$ cat config.mk
export PLATFORM = sky130hd
export DESIGN_NAME = bytecode_loop_span_scanner_top_flat
export DESIGN_NICKNAME = d
export VERILOG_FILES = /design/src/hw/rtl/bls_pkg.sv /design/src/hw/rtl/bls_if.sv /design/src/hw/rtl/bls_stack.sv /design/src/hw/rtl/bytecode_loop_span_scanner_top.sv /design/src/flat_wrapper.sv
export SDC_FILE = /design/constraint.sdc
export NUM_CORES = 1
export LEC_CHECK = 0
export ABC_AREA = 1
export BUFFER_PORTS_ARGS = -buffer_cell sky130_fd_sc_hd__buf_2
export CORE_MARGIN = 1
export CORE_UTILIZATION = 58
export CTS_BUF_LIST = sky130_fd_sc_hd__clkbuf_4
export CTS_CLUSTER_DIAMETER = 120
export DETAILED_ROUTE_END_ITERATION = 10
export PLACE_DENSITY = 0.79
export SYNTH_ARGS = -nofsm -noshare
export SYNTH_HDL_FRONTEND = slang
export SYNTH_SLANG_ARGS = --single-unit
$ cat constraint.sdc
create_clock -name clock -period 2.7 [get_ports clock]
set_input_delay 0.27 -clock clock [delete_from_list [all_inputs] [get_ports clock]]
set_output_delay 0.27 -clock clock [all_outputs]
set_load 0.005 [all_outputs]
$ cat src/hw/rtl/bls_pkg.sv
// Shared types and constants of the bytecode loop span scanner.
package bls_pkg;

   localparam int unsigned NUM_OPCODES = 129;
   localparam int unsigned OP_IDX_W    = 8;
   localparam int unsigned OUT_POS_W   = 16;
   localparam int unsigned OUT_OPEN_W  = 5;

   localparam logic [31:0] OP_FOR_START = 32'd11;
   localparam logic [31:0] OP_FOR_END   = 32'd13;

   typedef enum logic [2:0] {
      ST_LOOP_CLOSED = 3'd0,
      ST_END_OK      = 3'd1,
      ST_MISMATCH    = 3'd2,
      ST_UNMATCHED   = 3'd3,
      ST_BAD_OPCODE  = 3'd4,
      ST_CAPACITY    = 3'd5
   } status_type;

   // operand words that follow each opcode
   localparam logic [2:0] OPERAND_COUNT [NUM_OPCODES] = '{
      3'd0, 3'd0, 3'd1, 3'd2, 3'd0, 3'd0, 3'd0, 3'd2,
      3'd1, 3'd0, 3'd0, 3'd3, 3'd1, 3'd0, 3'd0, 3'd0,
      3'd1, 3'd0, 3'd0, 3'd0, 3'd1, 3'd1, 3'd1, 3'd1,
      3'd1, 3'd1, 3'd1, 3'd1, 3'd0, 3'd1, 3'd0, 3'd1,
      3'd0, 3'd0, 3'd1, 3'd0, 3'd0, 3'd0, 3'd1, 3'd1,
      3'd1, 3'd1, 3'd1, 3'd1, 3'd1, 3'd1, 3'd1, 3'd1,
      3'd1, 3'd1, 3'd1, 3'd1, 3'd1, 3'd1, 3'd1, 3'd1,
      3'd1, 3'd1, 3'd1, 3'd1, 3'd0, 3'd1, 3'd1, 3'd2,
      3'd0, 3'd2, 3'd0, 3'd2, 3'd0, 3'd2, 3'd0, 3'd2,
      3'd0, 3'd2, 3'd2, 3'd0, 3'd0, 3'd0, 3'd0, 3'd0,
      3'd0, 3'd0, 3'd0, 3'd0, 3'd1, 3'd1, 3'd1, 3'd1,
      3'd2, 3'd1, 3'd2, 3'd1, 3'd1, 3'd1, 3'd0, 3'd1,
      3'd1, 3'd1, 3'd2, 3'd1, 3'd0, 3'd0, 3'd4, 3'd0,
      3'd2, 3'd2, 3'd1, 3'd1, 3'd1, 3'd1, 3'd2, 3'd2,
      3'd2, 3'd2, 3'd2, 3'd2, 3'd1, 3'd1, 3'd2, 3'd2,
      3'd1, 3'd1, 3'd1, 3'd2, 3'd0, 3'd0, 3'd1, 3'd0,
      3'd0
   };

endpackage

$ cat src/hw/rtl/bls_if.sv
// Request and response channel interfaces of the loop span scanner.
interface bls_req_if;
   logic        valid;
   logic        ready;
   logic [31:0] code_word;
   logic        last_word;

   modport source (output valid, output code_word, output last_word, input ready);
   modport sink (input valid, input code_word, input last_word, output ready);
endinterface

interface bls_rsp_if;
   logic        valid;
   logic        ready;
   logic [2:0]  status;
   logic [15:0] loop_start;
   logic [15:0] loop_span;
   logic [4:0]  open_loops;
   logic        last_result;

   modport source (output valid, output status, output loop_start, output loop_span,
                   output open_loops, output last_result, input ready);
   modport sink (input valid, input status, input loop_start, input loop_span,
                 input open_loops, input last_result, output ready);
endinterface

$ cat src/hw/rtl/bls_stack.sv
// Loop start stack memory: one write port, one registered read port.
module bls_stack #(
   parameter int unsigned DEPTH = 16,
   parameter int unsigned WIDTH = 16,
   parameter int unsigned AW    = 4
) (
   input  logic             clock,
   input  logic             wr_en,
   input  logic [AW-1:0]    wr_addr,
   input  logic [WIDTH-1:0] wr_data,
   input  logic             rd_en,
   input  logic [AW-1:0]    rd_addr,
   output logic [WIDTH-1:0] rd_data
);

   logic [WIDTH-1:0] mem [DEPTH];
   logic [WIDTH-1:0] rd_data_ff;

   always_ff @(posedge clock) begin
      if (wr_en) begin
         mem[wr_addr] <= wr_data;
      end
      if (rd_en) begin
         rd_data_ff <= mem[rd_addr];
      end
   end

   assign rd_data = rd_data_ff;

endmodule

$ cat src/hw/rtl/bytecode_loop_span_scanner_top.sv
// Bytecode loop span scanner: top level.
//
// Usage:
//   req carries one bytecode word per request (code_word, last_word). The first
//   word of a vector is its version; each opcode's operand words are skipped.
//   rsp carries results: one per closed for-loop (status 0), and one final
//   report per vector (end ok, unmatched starts with the open count and the
//   oldest start, or the first error) marked by last_result.
// Throughput: one request per cycle while rsp is not stalled. A request that closes
//   a loop on the last word yields two results, and req.ready drops until both are sent.
// A result is formed in the staged request, together with the stack memory read,
//   and then held in the output register that drives rsp.
// The stack lives in a memory with a registered read port; a pop reads the top
//   entry at the accept edge and the span is formed in the following stage.
// Reset clears all control state; the block then expects a version word.
// When rsp stalls, the output register and one staged request are held, and
//   req.ready drops until the staged request has delivered its results.
module bytecode_loop_span_scanner_top
   import bls_pkg::*;
#(
   parameter int unsigned STACK_DEPTH   = 16,
   parameter int unsigned POSITION_BITS = 16
) (
   input logic   clock,
   input logic   reset,
   bls_req_if.sink   req_bus,
   bls_rsp_if.source rsp_bus
);

   localparam int unsigned PB = POSITION_BITS;
   localparam int unsigned CW = $clog2(STACK_DEPTH + 1);
   localparam int unsigned AW = (STACK_DEPTH > 1) ? $clog2(STACK_DEPTH) : 1;
   localparam int unsigned SW = (PB > OUT_POS_W) ? PB : OUT_POS_W;
   localparam int unsigned XW = (PB + 1 > OUT_POS_W) ? PB + 1 : OUT_POS_W;
   localparam int unsigned OW = (CW > OUT_OPEN_W) ? CW : OUT_OPEN_W;

   // scan state
   logic          expect_ff, expect_in;
   logic [PB:0]   wpos_ff, wpos_in;
   logic [2:0]    opl_ff, opl_in;
   logic [CW-1:0] cnt_ff, cnt_in;
   logic          failed_ff, failed_in;
   logic [PB-1:0] bottom_ff, bottom_in;

   // staged request
   logic                  s1_valid_ff, s1_valid_in;
   logic                  s1_loop_ff, s1_loop_in;
   logic                  s1_rep_ff, s1_rep_in;
   logic [PB-1:0]         s1_pos_ff;
   status_type            s1_status_ff;
   logic [OUT_POS_W-1:0]  s1_start_ff;
   logic [OUT_OPEN_W-1:0] s1_open_ff;

   // output register
   logic                  rsp_valid_ff, rsp_valid_in;
   status_type            rsp_status_ff;
   logic [OUT_POS_W-1:0]  rsp_start_ff;
   logic [OUT_POS_W-1:0]  rsp_span_ff;
   logic [OUT_OPEN_W-1:0] rsp_open_ff;
   logic                  rsp_last_ff;

   logic                  accept;
   logic                  push, pop, err, over, bad_op;
   status_type            err_status;
   logic                  rep;
   status_type            rep_status;
   logic [OUT_POS_W-1:0]  rep_start;
   logic [OUT_OPEN_W-1:0] rep_open;
   logic [OUT_POS_W-1:0]  pos16;
   logic [31:0]           word;
   logic [2:0]            opl_lookup;
   logic [PB-1:0]         top_start;
   logic [SW-1:0]         span_full;
   logic                  rsp_load, s1_emit, s1_done;

   assign word   = req_bus.code_word;
   assign accept = req_bus.valid && req_bus.ready;
   assign over   = wpos_ff[PB];
   assign bad_op = word >= 32'(NUM_OPCODES);
   assign pos16  = OUT_POS_W'(XW'(wpos_ff));

   assign opl_lookup = bad_op ? 3'd0 : OPERAND_COUNT[word[OP_IDX_W-1:0]];

   always_comb begin
      expect_in  = expect_ff;
      wpos_in    = wpos_ff;
      opl_in     = opl_ff;
      cnt_in     = cnt_ff;
      failed_in  = failed_ff;
      bottom_in  = bottom_ff;
      push       = 1'b0;
      pop        = 1'b0;
      err        = 1'b0;
      err_status = ST_END_OK;
      if (expect_ff) begin
         expect_in = 1'b0;
         wpos_in   = (PB + 1)'(1);
      end else if (!failed_ff) begin
         if (over) begin
            err        = 1'b1;
            err_status = ST_CAPACITY;
         end else if (opl_ff != 3'd0) begin
            opl_in = opl_ff - 3'd1;
         end else if (bad_op) begin
            err        = 1'b1;
            err_status = ST_BAD_OPCODE;
         end else begin
            if (word == OP_FOR_START) begin
               if (cnt_ff >= CW'(STACK_DEPTH)) begin
                  err        = 1'b1;
                  err_status = ST_CAPACITY;
               end else begin
                  push   = 1'b1;
                  cnt_in = cnt_ff + CW'(1);
               end
            end else if (word == OP_FOR_END) begin
               if (cnt_ff == '0) begin
                  err        = 1'b1;
                  err_status = ST_MISMATCH;
               end else begin
                  pop    = 1'b1;
                  cnt_in = cnt_ff - CW'(1);
               end
            end
            if (!err) begin
               opl_in = opl_lookup;
            end
         end
         if (!over) begin
            wpos_in = wpos_ff + (PB + 1)'(1);
         end
         if (err) begin
            failed_in = 1'b1;
         end
      end
      if (push && cnt_ff == '0) begin
         bottom_in = wpos_ff[PB-1:0];
      end

      // final report of the vector, or the first error
      rep        = err || (req_bus.last_word && !failed_in);
      rep_status = ST_END_OK;
      rep_start  = '0;
      rep_open   = '0;
      if (err) begin
         rep_status = err_status;
         rep_start  = pos16;
      end else if (cnt_in != '0) begin
         rep_status = ST_UNMATCHED;
         rep_start  = OUT_POS_W'(SW'(bottom_in));
         rep_open   = OUT_OPEN_W'(OW'(cnt_in));
      end

      // rearm for the next vector
      if (req_bus.last_word) begin
         expect_in = 1'b1;
         wpos_in   = '0;
         opl_in    = 3'd0;
         cnt_in    = '0;
         failed_in = 1'b0;
      end
   end

   bls_stack #(
      .DEPTH (STACK_DEPTH),
      .WIDTH (PB),
      .AW    (AW)
   ) u_stack (
      .clock   (clock),
      .wr_en   (accept && push),
      .wr_addr (cnt_ff[AW-1:0]),
      .wr_data (wpos_ff[PB-1:0]),
      .rd_en   (accept && pop),
      .rd_addr (AW'(cnt_ff - CW'(1))),
      .rd_data (top_start)
   );

   assign span_full = SW'(s1_pos_ff) - SW'(top_start) + SW'(1);

   // staged request hands its results to the output register
   assign rsp_load = !rsp_valid_ff || rsp_bus.ready;
   assign s1_emit  = s1_valid_ff && (s1_loop_ff || s1_rep_ff) && rsp_load;
   assign s1_done  = !s1_valid_ff || (!s1_loop_ff && !s1_rep_ff) ||
                     (rsp_load && !(s1_loop_ff && s1_rep_ff));
   assign req_bus.ready = s1_done;

   always_comb begin
      s1_valid_in = s1_valid_ff;
      s1_loop_in  = s1_loop_ff;
      s1_rep_in   = s1_rep_ff;
      if (accept) begin
         s1_valid_in = 1'b1;
         s1_loop_in  = pop;
         s1_rep_in   = rep;
      end else if (s1_done) begin
         s1_valid_in = 1'b0;
         s1_loop_in  = 1'b0;
         s1_rep_in   = 1'b0;
      end else if (s1_emit) begin
         s1_loop_in = 1'b0;
      end
      rsp_valid_in = rsp_valid_ff;
      if (rsp_load) begin
         rsp_valid_in = s1_emit;
      end
   end

   always_ff @(posedge clock) begin
      if (reset) begin
         expect_ff    <= 1'b1;
         wpos_ff      <= '0;
         opl_ff       <= 3'd0;
         cnt_ff       <= '0;
         failed_ff    <= 1'b0;
         s1_valid_ff  <= 1'b0;
         s1_loop_ff   <= 1'b0;
         s1_rep_ff    <= 1'b0;
         rsp_valid_ff <= 1'b0;
      end else begin
         if (accept) begin
            expect_ff <= expect_in;
            wpos_ff   <= wpos_in;
            opl_ff    <= opl_in;
            cnt_ff    <= cnt_in;
            failed_ff <= failed_in;
         end
         s1_valid_ff  <= s1_valid_in;
         s1_loop_ff   <= s1_loop_in;
         s1_rep_ff    <= s1_rep_in;
         rsp_valid_ff <= rsp_valid_in;
      end
   end

   always_ff @(posedge clock) begin
      if (accept) begin
         bottom_ff    <= bottom_in;
         s1_pos_ff    <= wpos_ff[PB-1:0];
         s1_status_ff <= rep_status;
         s1_start_ff  <= rep_start;
         s1_open_ff   <= rep_open;
      end
      if (s1_emit) begin
         if (s1_loop_ff) begin
            rsp_status_ff <= ST_LOOP_CLOSED;
            rsp_start_ff  <= OUT_POS_W'(SW'(top_start));
            rsp_span_ff   <= OUT_POS_W'(span_full);
            rsp_open_ff   <= '0;
            rsp_last_ff   <= 1'b0;
         end else begin
            rsp_status_ff <= s1_status_ff;
            rsp_start_ff  <= s1_start_ff;
            rsp_span_ff   <= '0;
            rsp_open_ff   <= s1_open_ff;
            rsp_last_ff   <= 1'b1;
         end
      end
   end

   assign rsp_bus.valid       = rsp_valid_ff;
   assign rsp_bus.status      = rsp_status_ff;
   assign rsp_bus.loop_start  = rsp_start_ff;
   assign rsp_bus.loop_span   = rsp_span_ff;
   assign rsp_bus.open_loops  = rsp_open_ff;
   assign rsp_bus.last_result = rsp_last_ff;

endmodule

$ cat src/flat_wrapper.sv
// flat-port wrapper written by rule: the top's interface ports become plain ports
module bytecode_loop_span_scanner_top_flat import bls_pkg::*;
#(
   parameter int unsigned STACK_DEPTH   = 16,
   parameter int unsigned POSITION_BITS = 16
)
  (clock, reset, req_bus_valid, req_bus_code_word, req_bus_last_word, req_bus_ready, rsp_bus_valid, rsp_bus_status, rsp_bus_loop_start, rsp_bus_loop_span, rsp_bus_open_loops, rsp_bus_last_result, rsp_bus_ready);
  bls_req_if req_bus_i ();
  bls_rsp_if rsp_bus_i ();
  input logic clock;
  input logic reset;
  input wire logic [$bits(req_bus_i.valid)-1:0] req_bus_valid;
  input wire logic [$bits(req_bus_i.code_word)-1:0] req_bus_code_word;
  input wire logic [$bits(req_bus_i.last_word)-1:0] req_bus_last_word;
  output wire logic [$bits(req_bus_i.ready)-1:0] req_bus_ready;
  output wire logic [$bits(rsp_bus_i.valid)-1:0] rsp_bus_valid;
  output wire logic [$bits(rsp_bus_i.status)-1:0] rsp_bus_status;
  output wire logic [$bits(rsp_bus_i.loop_start)-1:0] rsp_bus_loop_start;
  output wire logic [$bits(rsp_bus_i.loop_span)-1:0] rsp_bus_loop_span;
  output wire logic [$bits(rsp_bus_i.open_loops)-1:0] rsp_bus_open_loops;
  output wire logic [$bits(rsp_bus_i.last_result)-1:0] rsp_bus_last_result;
  input wire logic [$bits(rsp_bus_i.ready)-1:0] rsp_bus_ready;
  assign req_bus_i.valid = req_bus_valid;
  assign req_bus_i.code_word = req_bus_code_word;
  assign req_bus_i.last_word = req_bus_last_word;
  assign req_bus_ready = req_bus_i.ready;
  assign rsp_bus_valid = rsp_bus_i.valid;
  assign rsp_bus_status = rsp_bus_i.status;
  assign rsp_bus_loop_start = rsp_bus_i.loop_start;
  assign rsp_bus_loop_span = rsp_bus_i.loop_span;
  assign rsp_bus_open_loops = rsp_bus_i.open_loops;
  assign rsp_bus_last_result = rsp_bus_i.last_result;
  assign rsp_bus_i.ready = rsp_bus_ready;
  bytecode_loop_span_scanner_top #(.STACK_DEPTH(STACK_DEPTH), .POSITION_BITS(POSITION_BITS)) u_core (.clock(clock), .reset(reset), .req_bus(req_bus_i), .rsp_bus(rsp_bus_i));
endmodule
## After elaboration in Yosys (flattened, before gate mapping)

Memories as Yosys holds them, arrays and structs flattened. A register that Yosys moved wholly into a read port is not among the register bits.
Index checks and enable logic that the tools add are counted.

- Add/sub/neg operators: 6
- Magnitude comparators: 3
- Eq/ne operators: 9
- Muxes and demuxes: 83
- Bitwise operators: 2
- Reduce and logical (&&, ||, !) cells: 30

Operator list:

| kind | number |
|---|---|
| $mux W17 | 4 |
| $eq A32 B4 Y1 const B | 2 |
| $mux W16 | 4 |
| $mux W3 | 18 |
| $mux W5 | 10 |
| $mux W1 | 45 |
| $ge A32 B8 Y1 const B | 1 |
| $add A17 B1 Y17 const B | 1 |
| $add A16 B1 Y16 const B | 1 |
| $sub A16 B16 Y16 | 1 |
| $logic_and A1 B1 Y1 | 10 |
| $ge A9 B9 Y1 const B | 1 |
| $ne A3 B2 Y1 const B | 3 |
| $not A8 Y9 | 1 |
| $logic_not A1 Y1 | 6 |
| $ne A2 B2 Y1 const B | 3 |
| $reduce_and A6 Y1 | 1 |
| $reduce_bool A3 Y1 | 2 |
| $add A5 B1 Y5 const B | 1 |
| $ge A5 B5 Y1 const B | 1 |
| $logic_not A5 Y1 | 1 |
| $logic_or A1 B1 Y1 | 5 |
| $reduce_bool A5 Y1 | 1 |
| $sub A5 B1 Y5 const B | 1 |
| other kinds (8) | 9 |

- Register bits: 128
- Bits in writable memories: 256
- Memory bits (read-only): 768
- Input bits: 37
- Output and inout bits: 43
- Logic and storage cells: 155
- Memories kept: 2

Memories:

| memory | depth | width | read ports | clocked after memory_dff | write ports | line | RTL |
|---|---|---|---|---|---|---|---|
| (no name shown) | 256 | 3 | 1 | 0 | 0 | bytecode_loop_span_scanner_top.sv:82 | `assign opl_lookup = bad_op ? 3'd0 : OPERAND_COUNT[word[OP_IDX_W-1:0]];` |
| u_core.u_stack.mem | 16 | 16 | 1 | 1 | 1 | bls_stack.sv:16 | `logic [WIDTH-1:0] mem [DEPTH];` |

## Depth between registers and ports, before layout

- Depth after elaboration: 21
- Depth in mapped cells: 18
- Depth with buffers taken out: 16

## Cells and area by module

From an unflattened synthesis, not the netlist that was laid out.

- Cells, all modules: 1,885
- Area total of the unflattened synthesis: 18,687.9 µm²

Modules (own cells, without submodules):

| module | instances | cells an instance | area each (µm²) | seq. area each (µm²) |
|---|---|---|---|---|
| bls_stack | 1 | 1,074 | 11,541.1 | 8,167.8 |
| bytecode_loop_span_scanner_top | 1 | 811 | 7,146.9 | 3,533.4 |

## Worst setup path after synthesis

Ideal clock, no wire load.

- Path kind: reg-to-reg
- Start point: register u_core.cnt_ff[0]
- End point: memory u_core.u_stack.mem[0][0] (enable)
- Library setup time: 0.389 ns
- Data arrival time: 2.466 ns
- Data required time: 2.311 ns
- Path slack: -0.154 ns
- Cell stages (with the launch flop): 10
- Buffers on the path: 3
- Path through: dfxtp_1 inv_2 clkbuf_1 clkbuf_1 ha_1 nand2_2 nor2_4 inv_4 buf_6 nor2_1

- Cells in the longest elaborated chain, start to end: 11

RTL lines:

| item | line | RTL |
|---|---|---|
| start: declaration | bytecode_loop_span_scanner_top.sv:41 | `logic [CW-1:0] cnt_ff, cnt_in;` |
| start signal: assignment | bytecode_loop_span_scanner_top.sv:224 | `cnt_ff <= cnt_in;` |
| $ge A5 B5 Y1 | bytecode_loop_span_scanner_top.sv:109 | `if (cnt_ff >= CW'(STACK_DEPTH)) begin` |
| $mux W1 | bytecode_loop_span_scanner_top.sv:109 |  |
| $mux W1 | bytecode_loop_span_scanner_top.sv:108 | `if (word == OP_FOR_START) begin` |
| $mux W1 | bytecode_loop_span_scanner_top.sv:104 | `end else if (bad_op) begin` |
| $mux W1 | bytecode_loop_span_scanner_top.sv:102 | `end else if (opl_ff != 3'd0) begin` |
| $mux W1 | bytecode_loop_span_scanner_top.sv:99 | `if (over) begin` |
| $mux W1 | bytecode_loop_span_scanner_top.sv:98 | `end else if (!failed_ff) begin` |
| $mux W1 | bytecode_loop_span_scanner_top.sv:95 | `if (expect_ff) begin` |
| $logic_and A1 B1 Y1 | bytecode_loop_span_scanner_top.sv:170 | `.wr_en (accept && push),` |
| $mux W1 | bls_stack.sv:20 | `if (wr_en) begin` |
| $mux W1 (not written as such) | bls_stack.sv:21 | `mem[wr_addr] <= wr_data;` |
| end: declaration | bls_stack.sv:16 |  |

Several ways; a longest one is shown, not always the timed one.

## Final worst setup path

- Start point: register u_core.opl_ff[0]
- End point: memory u_core.u_stack.mem[6][7] (enable)

- Cells in the longest elaborated chain, start to end: 8

RTL lines:

| item | line | RTL |
|---|---|---|
| start: declaration | bytecode_loop_span_scanner_top.sv:40 | `logic [2:0] opl_ff, opl_in;` |
| start signal: assignment | bytecode_loop_span_scanner_top.sv:223 | `opl_ff <= opl_in;` |
| $reduce_bool A3 Y1 | bytecode_loop_span_scanner_top.sv:102 |  |
| $mux W1 | bytecode_loop_span_scanner_top.sv:102 |  |
| $mux W1 | bytecode_loop_span_scanner_top.sv:99 |  |
| $mux W1 | bytecode_loop_span_scanner_top.sv:98 |  |
| $mux W1 | bytecode_loop_span_scanner_top.sv:95 |  |
| $logic_and A1 B1 Y1 | bytecode_loop_span_scanner_top.sv:170 |  |
| $mux W1 | bls_stack.sv:20 |  |
| $mux W1 (not written as such) | bls_stack.sv:21 |  |

No other way between the ends.

==> impl_metrics.json <==
{
  "status": "complete, no violations",
  "wl_um": 41130,
  "rows": 63,
  "multi_input_area_mm2": 0.005112,
  "nets": 1788,
  "cts_max_level": 3,
  "power_uw": 11950,
  "cts_setup_buffers": 0,
  "final_hold_viol_count": 0,
  "yosys_register_bits": 400,
  "syn_inst": 1544,
  "critPathTopFamily": "simple AND/OR/NAND/NOR gates",
  "vias_per_cell": 5.868,
  "drv_cap": 0,
  "worst-path-buf-inv": 5,
  "power_density_mw_per_mm2": 598.5,
  "wl_per_cell_um": 19.01,
  "wl_met1_um": 15950,
  "die_area_mm2": 0.03089,
  "yosys.area.top_type": "edfxtp_1",
  "coreArea_mm2": 0.02964,
  "ir_worst_vdd_v": 0.0004202,
  "required_ns": 3.12,
  "cts_tree": "done",
  "start_util_pct": 59.08,
  "vias": 12700,
  "worst-path-stages": 12,
  "cts_buffers": 94,
  "drc": 0,
  "syn_avg_cell_area_um2": 11.34,
  "post-route-period-util_pct": 92.60,
  "worstSetupPathType": "register to register",
  "ys.warnings.count": 0,
  "area_growth_syn_to_layout_pct": 14.07,
  "clk_pin_slew_ns": 0.07,
  "cpPeakStageDelay_ns": 0.32,
  "slowest_stage": "dfxtp_1",
  "rsz0062_at_grt": "false",
  "fillers": 2159,
  "antenna_found_initial": 2,
  "crit_arrival_ns": 2.92,
  "synth_ff_type": "edfxtp_1",
  "yosysTopAreaCellShare_pct": 63.28,
  "firstDrtPassIters": 5,
  "fin_worst_skew_ns": 0.08030,
  "slew_headroom_pct": 48.09,
  "hold_path_class": "primary input to register",
  "route.met2.wl_um": 20090,
  "fmax_mhz": 400.0,
  "grt_pass1_wl_um": 64120,
  "die_h_um": 175.8,
  "ys_types": 48,
  "synthTopCellsByArea": "edfxtp_1, o21ai_0, nand2_1",
  "crit_fanout": 16,
  "globalRouteOverflowTotal": 0,
  "numClockSinks": 400,
  "drtIter0Drc": 1382,
  "ys_seq_area_share_pct": 66.83,
  "maxSlewViolCount": 0,
  "grt_pass1_vias": 12140,
  "gp_congestion": 0.9024,
  "synth_edf_count": 369,
  "tightest_slew_ns": 0.7787,
  "worstHoldPathCells": 6,
  "dp_hpwl_um": 26100,
  "clk_latency_ns": 0.79,
  "highest_layer": "met4",
  "ys_top_cells_by_count": "edfxtp_1, nand2_1, nor2_1, o21ai_0, inv_1",
  "finalSetupViolations": 0,
  "ios": 80,
  "synth.cell_area_mm2": 0.01751,
  "setup.worst_path.start_class": "register",
  "end_kind": "register",
  "met3WireLength_um": 3448,
  "cp_common_cell": "inv_1",
  "final.setup.tns_ns": 0,
  "async_flop_share_pct": 0,
  "die_w_um": 175.8,
  "cts_root_buffer": "clkbuf_4",
  "track_usage_pct": 27.18,
  "grt_start_max_net_pins": 130,
  "reg2regPathDepth": 12,
  "register_area_mm2": 0.01171,
  "cts_buffer_depth": 3,
  "yosysMostFrequentCell": "edfxtp_1",
  "crit_chain": "inv_1, ha_1, inv_1, nor2_2, inv_1, nor3_1, nand4_2, nor2_1, buf_4, nand2_1, nor2_1, buf_12",
  "port_buffers": 79,
  "drive_gt1_share_pct": 18.91,
  "ant_nets": 0,
  "fin_crit_ns": 2.500,
  "syn-num-nets": 1625,
  "leakage_uw": 0.007762
}
[worst min-delay path, cell delays in order]
cell	delay, ns
buf_2	0.12
nand2_1	0.06
nand3_1	0.06
o21ai_0	0.09
nand2_1	0.08
a21oi_1	0.07
[placed cells by master (no fill, tap or decap), types with 8 or more instances in the layout]
cell type    n
nand4_1      8
o221ai_1    32
inv_2        8
buf_12      16
edfxtp_1   369
nor3_1      12
clkbuf_4   135
dfxtp_1     30
a21oi_1     60
ha_1        43
o22ai_1     33
inv_1       96
clkinv_1    14
nor2_4       8
o21ai_0    178
nor2_1     211
o211ai_1    37
nand2_1    230
nor2_2       9
nand3_1     56
buf_2       79
nand2_2      9
buf_4       39
[cell families after synthesis]
kind of cell / synth area share, %
AO/OA/AOI/OAI: 12.17
XOR/XNOR: 0.2502
adder cells (fa/ha/maj): 3.187
buffers and inverters: 4.123
flip-flops: 66.83
AND/OR/NAND/NOR: 13.44
[power breakdown]
part	total [µW]	leakage (µW)	internal, µW	switching [µW]
sequential	6760	0.00392	6740	21.2
clock	4850	0.000713	2510	2340
combinational	343	0.00313	114	229
[metrics by stage]
step           util, %  std cells  hold slack (ns)  setup slack (ns)  area (µm²)
2_1_floorplan        -       1544           0.4596           0.01652       17520
3_3_place_gp     63.11       1996           0.4753            0.2379       18700
3_5_place_dp     63.11       1996           0.4854            0.1566       18700
4_1_cts          67.33       2162         0.002842           0.09299       19960
5_1_grt          67.38       2163          0.05912           0.03604       19970
6_report         67.39       2164          0.04943            0.1999       19970
[final cells by class]
type | instances | share of cell area [%]
repair buffers | 139 | 5.300
inverters | 106 | 2.011
multi-input cells | 966 | 25.60
clock buffers | 135 | 5.074
flip-flops and latches | 400 | 58.60
well taps | 390 | 2.443
diodes | 2 | 0.02506
clock inverters | 26 | 0.9459
[worst paths after layout]
kind | start | to | slack, ns
max reg2reg | u_core.opl_ff[0] | u_core.u_stack.mem[6][7] | 0.20
min reg2reg | u_core.opl_ff[0] | u_core.opl_ff[0] | 0.49
min | req_bus_code_word[6] | u_core.opl_ff[1] | 0.05
max | u_core.opl_ff[0] | u_core.u_stack.mem[6][7] | 0.20
[sequential cells by signal, indices dropped and copies added, names as in the netlist, 5 cells and up]
| register | flops |
|---|---|
| u_core.rsp_bus.loop_start | 16 |
| u_core.wpos_ff | 17 |
| u_core.rsp_bus.loop_span | 16 |
| u_core.rsp_bus.open_loops | 5 |
| u_core.u_stack.rd_data | 16 |
| u_core.u_stack.mem | 256 |
| u_core.bottom_ff | 16 |
| u_core.s1_pos_ff | 16 |
| u_core.s1_open_ff | 5 |
| u_core.cnt_ff | 5 |
| u_core.s1_start_ff | 16 |
[what timing repair did]
action | CTS | global route
hold buffers | 5 | 0
endpoints found under the setup margin | 0 | 4
hold endpoints to repair | 19 | 0
gates resized for setup | 0 | 4
[per-layer routing]
layer  track usage, %  up-vias
li1                 -     5911
met1            34.60     6040
met2            44.40      635
met3            5.260      113
met4            14.02        0
met5                0        -
Power figures use the tool's default switching activity.
